<file path="config.mk">
export PLATFORM = sky130hd
export DESIGN_NAME = smallest_prime_factor
export DESIGN_NICKNAME = d
export VERILOG_FILES = /design/src/spf_pkg.sv /design/src/smallest_prime_factor.sv
export SDC_FILE = /design/constraint.sdc
export NUM_CORES = 1
export LEC_CHECK = 0
export BUFFER_PORTS_ARGS = -buffer_cell sky130_fd_sc_hd__buf_2
export CORE_MARGIN = 10
export CORE_UTILIZATION = 56
export CTS_CLUSTER_DIAMETER = 100
export DETAILED_ROUTE_END_ITERATION = 6
export HOLD_SLACK_MARGIN = 0.15
export PLACE_DENSITY = 0.77
export SLEW_MARGIN = 20
export SYNTH_ARGS = -nofsm -noshare
export SYNTH_HDL_FRONTEND = slang
export SYNTH_SLANG_ARGS = --single-unit
</file>
<file path="constraint.sdc">
create_clock -name i_clk -period 4.27 [get_ports i_clk]
set_input_delay 0.2135 -clock i_clk [delete_from_list [all_inputs] [get_ports i_clk]]
set_output_delay 0.2135 -clock i_clk [all_outputs]
set_load 0.01 [all_outputs]
</file>
<file path="src/spf_pkg.sv">
// ----------------------------------------------------------------------------
// Smallest prime factor package
// Shared constants and the controller state type for the factor search.
// ----------------------------------------------------------------------------
package spf_pkg;

    // Default width of the number and of the returned factor.
    localparam int VALUE_BITS_DEF = 31;

    // Controller states, one-hot coded.
    typedef enum logic [3:0] {
        S_IDLE  = 4'b0001,
        S_DIV   = 4'b0010,
        S_CHECK = 4'b0100,
        S_DONE  = 4'b1000
    } t_state;

endpackage

</file>
<file path="src/smallest_prime_factor.sv">
// ----------------------------------------------------------------------------
// Smallest prime factor
// Finds the smallest prime factor of a positive integer by trial division
// over odd divisors, using a bit-serial restoring divider.
// ----------------------------------------------------------------------------
//
//  Channel   Direction  Handshake                  Payload
//  input     in         i_in_valid / o_in_ready    i_number
//  output    out        o_out_valid / i_out_ready  o_smallest_factor
//
// One, zero and even numbers skip the search and go straight to the done state.
// Each odd trial divisor goes through the bit-serial divider, which produces
// one quotient bit per cycle, and then through a check of the quotient and
// remainder. A prime near 2^31 takes about 23000 divisors.
// Reset is synchronous and active low; it clears the controller and the
// output valid. A new number is taken while a finished result still waits
// in the output register; a stalled output holds the next result back.

module smallest_prime_factor #(
    parameter int VALUE_BITS = spf_pkg::VALUE_BITS_DEF
) (
    input  logic                  i_clk,
    input  logic                  i_rst_n,
    input  logic                  i_in_valid,
    output logic                  o_in_ready,
    input  logic [VALUE_BITS-1:0] i_number,
    output logic                  o_out_valid,
    input  logic                  i_out_ready,
    output logic [VALUE_BITS-1:0] o_smallest_factor
);

    localparam int W  = VALUE_BITS;
    localparam int CW = $clog2(W);
    localparam logic [CW-1:0] CNT_LAST = CW'(W - 1);
    localparam logic [W-1:0]  ONE      = W'(1);
    localparam logic [W-1:0]  TWO      = W'(2);
    localparam logic [W-1:0]  THREE    = W'(3);

    // Control registers.
    spf_pkg::t_state r_state, n_state;
    logic            r_out_valid, n_out_valid;
    logic [CW-1:0]   r_cnt, n_cnt;

    // Payload registers.
    logic [W-1:0] r_num, n_num;
    logic [W-1:0] r_shift, n_shift;
    logic [W-1:0] r_rem, n_rem;
    logic [W-1:0] r_quo, n_quo;
    logic [W-1:0] r_div, n_div;
    logic [W-1:0] r_result, n_result;
    logic [W-1:0] r_out_data, n_out_data;

    // Divider step: bring down the next dividend bit and try the divisor.
    logic [W:0] w_trial;
    logic [W:0] w_diff;
    logic       w_fits;

    assign w_trial = {r_rem, r_shift[W-1]};
    assign w_fits  = (w_trial >= {1'b0, r_div});
    assign w_diff  = w_trial - {1'b0, r_div};

    assign o_in_ready        = (r_state == spf_pkg::S_IDLE);
    assign o_out_valid       = r_out_valid;
    assign o_smallest_factor = r_out_data;

    // Next-state logic for the controller and the datapath.
    always_comb begin
        n_state     = r_state;
        n_out_valid = r_out_valid;
        n_cnt       = r_cnt;
        n_num       = r_num;
        n_shift     = r_shift;
        n_rem       = r_rem;
        n_quo       = r_quo;
        n_div       = r_div;
        n_result    = r_result;
        n_out_data  = r_out_data;

        // The consumer takes the waiting result.
        if (r_out_valid && i_out_ready) begin
            n_out_valid = 1'b0;
        end

        unique case (r_state)
            spf_pkg::S_IDLE: begin
                if (i_in_valid) begin
                    n_num   = i_number;
                    n_shift = i_number;
                    n_rem   = '0;
                    n_quo   = '0;
                    n_cnt   = '0;
                    n_div   = THREE;
                    if (i_number == ONE) begin
                        n_result = ONE;
                        n_state  = spf_pkg::S_DONE;
                    end else if (!i_number[0]) begin
                        n_result = TWO;
                        n_state  = spf_pkg::S_DONE;
                    end else begin
                        n_state = spf_pkg::S_DIV;
                    end
                end
            end
            spf_pkg::S_DIV: begin
                n_shift = {r_shift[W-2:0], 1'b0};
                n_quo   = {r_quo[W-2:0], w_fits};
                n_rem   = w_fits ? w_diff[W-1:0] : w_trial[W-1:0];
                n_cnt   = r_cnt + 1'b1;
                if (r_cnt == CNT_LAST) begin
                    n_state = spf_pkg::S_CHECK;
                end
            end
            spf_pkg::S_CHECK: begin
                // Divisor above the quotient means no factor up to the root.
                if (r_div > r_quo) begin
                    n_result = r_num;
                    n_state  = spf_pkg::S_DONE;
                end else if (r_rem == '0) begin
                    n_result = r_div;
                    n_state  = spf_pkg::S_DONE;
                end else begin
                    n_div   = r_div + TWO;
                    n_shift = r_num;
                    n_rem   = '0;
                    n_quo   = '0;
                    n_cnt   = '0;
                    n_state = spf_pkg::S_DIV;
                end
            end
            spf_pkg::S_DONE: begin
                // Move the result into the output register once it is free.
                if (!r_out_valid || i_out_ready) begin
                    n_out_data  = r_result;
                    n_out_valid = 1'b1;
                    n_state     = spf_pkg::S_IDLE;
                end
            end
            default: begin
                n_state = spf_pkg::S_IDLE;
            end
        endcase
    end

    // Control state with synchronous reset.
    always_ff @(posedge i_clk) begin
        if (!i_rst_n) begin
            r_state     <= spf_pkg::S_IDLE;
            r_out_valid <= 1'b0;
            r_cnt       <= '0;
        end else begin
            r_state     <= n_state;
            r_out_valid <= n_out_valid;
            r_cnt       <= n_cnt;
        end
    end

    // Datapath registers.
    always_ff @(posedge i_clk) begin
        r_num      <= n_num;
        r_shift    <= n_shift;
        r_rem      <= n_rem;
        r_quo      <= n_quo;
        r_div      <= n_div;
        r_result   <= n_result;
        r_out_data <= n_out_data;
    end

    // A delivered factor is never zero.
    a_factor_nonzero: assert property (@(posedge i_clk) disable iff (!i_rst_n)
        o_out_valid |-> (o_smallest_factor != '0))
        else $error("smallest_prime_factor: zero factor delivered");

    // Trial divisors stay odd during the search.
    a_div_odd: assert property (@(posedge i_clk) disable iff (!i_rst_n)
        (r_state == spf_pkg::S_DIV) |-> r_div[0])
        else $error("smallest_prime_factor: even trial divisor");

    // The test of a divisor follows a completed division.
    a_check_after_div: assert property (@(posedge i_clk) disable iff (!i_rst_n)
        (r_state == spf_pkg::S_DIV) && (r_cnt == CNT_LAST) |=>
        (r_state == spf_pkg::S_CHECK))
        else $error("smallest_prime_factor: division did not end in a check");

endmodule

</file>
==> results of run 1 <==
placed cells by master, fill, tap and decap left out, drive strengths merged, types with 10 or more instances in the layout:
| cell type | n |
|---|---|
| a21oi | 50 |
| a211oi | 11 |
| inv | 77 |
| nand4 | 21 |
| nand3 | 88 |
| buf | 83 |
| dlygate4sd3 | 34 |
| nor2 | 104 |
| and2 | 11 |
| nor4 | 18 |
| mux2i | 11 |
| xnor2 | 37 |
| nor3 | 13 |
| nand2 | 131 |
| dfxtp | 10 |
| ha | 64 |
| clkbuf | 28 |
| a21o | 31 |
| o21ai | 66 |
| edfxtp | 216 |
logic make-up after synthesis:
group                      Yosys count
AOI/OAI and AO/OA                  213
xor gates and xnor gates            46
buffers and inverters              118
DFF                                226
muxes                               13
and+or+nand+nor                    431
adders and majority gates           65
worst reg2reg max path, stage by stage, from the launching register on:
cell	delay (ns)
edfxtp_1	0.48
ha_1	0.34
a21o_1	0.17
a21o_1	0.18
a21oi_1	0.18
o21ai_0	0.13
o21a_1	0.22
o31ai_4	0.23
buf_4	0.56
nand3_1	0.19
nand2b_1	0.12
buf_4	0.38
final timing paths:
check                from                     to  slack (ns)  cells after the start
max reg2reg      r_div[8]               r_div[6]        0.72                     11
min          r_result[23]  o_smallest_factor[23]        0.42                      0
min reg2reg  r_result[23]  o_smallest_factor[23]        0.42                      0
max              r_div[8]               r_div[6]        0.72                     11
final cells by class:
cell class / instances / area [um^2]
fill: 1584 / 7296
sequential: 226 / 6686
multi-input combinational: 768 / 4786
timing repair buffer: 117 / 820.8
clock buffer: 28 / 635.6
tap: 275 / 344.1
inverter: 77 / 289.0
clock inverter: 12 / 97.59
metal layers:
layer  wire, um  global-route usage [%]  up-vias
met5         13                       0        -
met4        673                   5.046        2
met3       2779                   4.662       66
met2      14520                   35.31      502
met1      12630                   27.64     4388
li1           -                       -     4264
sequential cells by signal (all words and copies together), names as in the netlist:
name	cells
o_smallest_factor	31
r_num	31
r_quo	31
r_rem	31
r_result	31
r_shift	31
r_div	30
r_cnt	5
r_state	4
o_out_valid	1
power by group:
part / leakage (nW) / total [mW] / switching, mW / internal (mW)
Combinational: 2.81 / 1.82 / 1.14 / 0.681
Sequential: 2.16 / 3.00 / 0.192 / 2.81
Clock: 0.358 / 1.97 / 0.851 / 1.12
==> out/metrics.cfg, run 1 <==
[logic_synthesis]
synth_common_cells = edfxtp_1, nand2_1, nor2_1, nand3_1, inv_1
synthFlopType = edfxtp_1
synth_top_family_by_area = simple AND/OR/NAND/NOR gates
synth-edff-count = 216
ys_ff_latch = 226
synth.most_common_cell = edfxtp_1
synth_fa_ha_area_share_pct = 6.883
synthSimpleGateAreaFrac_pct = 17.11
synth_top_area_cell = edfxtp_1
synth-xor-area-share_pct = 3.378
ys_seq_area_share_pct = 56.07
yosysTopAreaCellShare_pct = 54.39
ys_top_cells_by_area = edfxtp_1, ha_1, nand2_1
synthCells = 1112
yosysWarnings = 0
synth_compound_area_share_pct = 11.48
muxShareOfSynthArea_pct = 1.112
synth.distinct_cells = 67
syn_nets = 1212
syn_area_um2 = 11930
synth_area_per_cell_um2 = 10.72
synth-async-reset-ratio_pct = 0

[worst_setup_path]
cp_num_buf_inv = 2
worst-setup-path-type = flip-flop to flip-flop
cp_max_fo = 61
cpPeakStageDelay_ns = 0.56
worst-endpoint-arrival_ns = 3.72
worst_path_dominant_cell_family = compound AO/OA/AOI/OAI gates
endpoint_kind = flip-flop
start_kind = flip-flop
crit_chain = ha_1 -> a21o_1 -> a21o_1 -> a21oi_1 -> o21ai_0 -> o21a_1 -> o31ai_4 -> buf_4 -> nand3_1 -> nand2b_1 -> buf_4
crit_required_ns = 4.44
worst_path_max_delay_cell = buf_4

[grt]
grt.total_usage_pct = 21.21
grt_pass1_wl_um = 48450
grt_pass1_vias = 9041
antenna_found_initial = 1
grt_max_degree = 66
grt-ovfl-total = 0

[cts]
cts_buffers = 24
clkTransAtPathRegs_ns = 0.06
post_cts_resized = 0
cts_setup_buffers = 0
htreeDepth = 1
clock_latency_ns = 0.52
cts_hold_buf = 34
clock-root-buffer = clkbuf_16
cts_tree = yes
cts_max_path_buffers = 3
clock-sinks = 226

[timing]
finClkSkew_ns = 0.009952
tightest_slew_ns = 0.9179
rsz0062_at_grt = false
setup_viol = 0
tns_ns = 0
fmax_mhz = 281.3
setup_ws_ns = 0.7155
timing_hold_violations_final = 0
whs_ns = 0.4236
period_needed_ns = 3.555
slew_violations = 0
slew_headroom_pct = 38.62
fin_crit_sh_pct = 83.24

[layout]
drive_above_1_share_pct = 11.40
finalCoreUtilization_pct = 65.18
stdcell_area_um2 = 13660
antenna_cells = 0
final_cells = 1503
area_growth_pct = 14.54
final_nets = 1314

[floorplanning]
ioPinCount = 68
core-area_um2 = 20960
die_w_um = 165.9
start_util_pct = 56.91
die-area_um2 = 27530
num_rows = 53
die-height_um = 165.9

[min_path]
hp-class = flip-flop to flip-flop

[place]
dp_slack_ns = 0.7087
globalplace.congestion = 0.8932
dpl-instance-area_um2 = 12590
port_buffers = 67
numPlacedInstances = 1429
hpwl_um = 20400

[power]
p_total_mw = 6.790
power_leakage_nw = 5.330
ir_worst_vdd_mv = 0.3010
p_per_area_nw_per_um2 = 497.1

[detailed_routing]
drt_pass1_iterations = 5
via_per_inst = 6.136
wl_per_cell_um = 20.37
ant_nets = 0
num_vias = 9222
drt_iter0_drc = 821
drc_errors = 0
wirelength_um = 30620

[run]
maxCapViolations = 0

[run_status]
status = finished clean

(Power assumes the default switching activity.)
==> run 2: changes to the inputs <==
Settings changed: ABC_AREA set to 1.
Clock period 4.27 ns to 2.9 ns, I/O delays scaled along.
==> out/metrics.cfg, run 2 <==
[cts]
htreeDepth = 1
clock-sinks = 226
cts_buffers = 24
clock-root-buffer = clkbuf_16
cts_tree = yes
cts_max_path_buffers = 3
clkTransAtPathRegs_ns = 0.06
clock_latency_ns = 0.51

[floorplanning]
num_rows = 53
core-area_um2 = 21220
die-height_um = 167.8
ioPinCount = 68
start_util_pct = 57.61
die-area_um2 = 28140
die_w_um = 167.8

[power]
p_total_mw = 12.04
p_seq_share_pct = 39.4
p_int_mw = 7.465
netSwitchingFraction_pct = 37.99
ir_worst_vdd_mv = 0.3932
p_per_area_nw_per_um2 = 845.5
power_leakage_nw = 5.854
power.switching_mw = 4.574
comb_power_share_pct = 36.9
p_clk_share_pct = 23.7

[logic_synthesis]
synth_area_per_cell_um2 = 9.390
synth.distinct_cells = 44
yosysTopAreaCellShare_pct = 53.05
synth-async-reset-ratio_pct = 0
syn_area_um2 = 12230
synthCells = 1302
syn_nets = 1402
ys_seq_area_share_pct = 54.69
ys_top_cells_by_area = edfxtp_1, nand2_1, ha_1
ys_ff_latch = 226
synthFlopType = edfxtp_1
synth-edff-count = 216
yosysWarnings = 0
synth.most_common_cell = nand2_1
synth_top_area_cell = edfxtp_1
synth_common_cells = nand2_1, edfxtp_1, inv_1, nor2_1, a21oi_1

[detailed_routing]
num_vias = 10090
ant_nets = 0
wl_per_cell_um = 19.27
wirelength_um = 33250
via_per_inst = 5.846
drt_iter0_drc = 1124
drt_pass1_iterations = 5
drc_errors = 0

[worst_setup_path]
r2r_end = r_rem[23]
worst-endpoint-arrival_ns = 3.01
worst-setup-path-type = flip-flop to flip-flop
r2r_slack_ns = 0.15
cp_max_fo = 21
r2r.worst_path.cells = 12
start_kind = flip-flop
crit_required_ns = 3.16
reg2reg_from = r_div[13]
endpoint_kind = flip-flop

[layout]
final_common_cell = nand2_1
fill_cells = 1575
drive_above_1_share_pct = 12.06
final_nets = 1534
area_growth_pct = 16.48
antenna_cells = 0
final_cell_mix = nand2_1, edfxtp_1, inv_1

[timing]
fin_crit_sh_pct = 94.77
finClkSkew_ns = 0.008808
period_needed_ns = 2.748
tightest_slew_ns = 0.7551
slew_violations = 0
fmax_mhz = 363.9
tns_ns = 0
timing_hold_violations_final = 0
slew_headroom_pct = 49.19
setup_viol = 0

[min_path]
hold_path_end = r_num[22]
hold-path-cell-count = 2
worstHoldStart = i_number[22]
hp-class = input port to flip-flop

[grt]
antenna_found_initial = 0
grt.total_usage_pct = 22.46
grt_max_degree = 63
grt-ovfl-total = 0
grt_pass1_vias = 9715
grt_pass1_wl_um = 51710

[place]
globalplace.congestion = 0.9664
hpwl_um = 23690
port_buffers = 67

[run]
maxCapViolations = 0

[run_status]
status = finished clean

[run 2: final cells by class]
| class | instances | area [um^2] | share of cell area [%] |
|---|---|---|---|
| clock buffer | 29 | 640.6 | 4.499 |
| clock inverter | 14 | 82.58 | 0.5799 |
| inverter | 207 | 780.7 | 5.483 |
| multi-input combinational | 839 | 4681 | 32.87 |
| sequential | 226 | 6686 | 46.96 |
| tap | 275 | 344.1 | 2.416 |
| timing repair buffer | 136 | 1025 | 7.196 |
[run 2: metal layers]
metal	share of wire [%]	GRT usage, %	vias to the layer above	wire (um)
li1	-	-	4748	-
met3	9.2	3.769	72	3046
met4	2.5	6.321	0	834
met2	48	37.53	521	15820
met5	0	0	-	0
met1	41	29.48	4750	13550
[run 2: repair_timing]
action,CTS,global route
buffers inserted,0,8
hold buffers,35,0
endpoints found under the hold margin,73,0
resized for setup,0,8
setup endpoints to repair,0,110
[run 2: metrics by stage]
step | setup WS (ns) | instance area, um^2 | hold slack (ns) | utilization (%) | instances
after detailed placement | 0.07636 | 13050 | 0.3397 | 61.51 | 1639
final | 0.1517 | 14240 | 0.3597 | 67.11 | 1726
after floorplan | -0.3811 | 12250 | 0.2439 | - | 1302
after global placement | 0.1257 | 13050 | 0.3382 | 61.51 | 1639
after CTS | 0.06448 | 14130 | 0.3518 | 66.57 | 1717
after global routing | -0.05096 | 14240 | 0.3618 | 67.11 | 1726
[run 2: critical path: stages, from the launching register on]
cell,delay (ns)
edfxtp_1,0.43
inv_1,0.16
ha_1,0.40
nand2_1,0.14
nor2_1,0.20
nand2_1,0.12
o21ai_2,0.25
nand2_1,0.14
nand3_4,0.18
buf_12,0.19
nand2_1,0.06
a21oi_1,0.18
nor2_1,0.06
[run 2: cells by family (layout without fill, tap and decap cells)]
group / after synthesis / count (layout) / share of synthesized area [%]
simple gates: 513 / 513 / 18.34
compound gates: 244 / 244 / 11.60
buf+inv: 237 / 386 / 7.440
flops: 226 / 226 / 54.69
fa+ha+maj: 65 / 65 / 6.714
xor+xnor: 17 / 17 / 1.218
[run 2: how the worst max path moves through the flow]
stage,start,end,slack [ns],cells after the start
6_report,r_div[13],r_rem[23],0.15,12
5_1_grt,r_div[19],r_rem[5],-0.05,12
4_1_cts,r_div[6],r_rem[23],0.06,12
3_5_place_dp,r_div[21],r_rem[23],0.08,12
3_3_place_gp,r_div[29],r_shift[21],0.13,10
2_1_floorplan,r_div[14],r_quo[0],-0.38,12
[run 2: power by group through the flow]
| stage | Sequential [mW] | Combinational (mW) | Clock (mW) |
|---|---|---|---|
| floorplan | 4.74 | 2.95 | 0 |
| global placement | 4.78 | 4.10 | 0 |
| global route | 4.80 | 4.95 | 2.99 |
| finish | 4.74 | 4.45 | 2.85 |
| CTS | 4.74 | 4.23 | 2.84 |
| detailed placement | 4.80 | 4.17 | 0 |
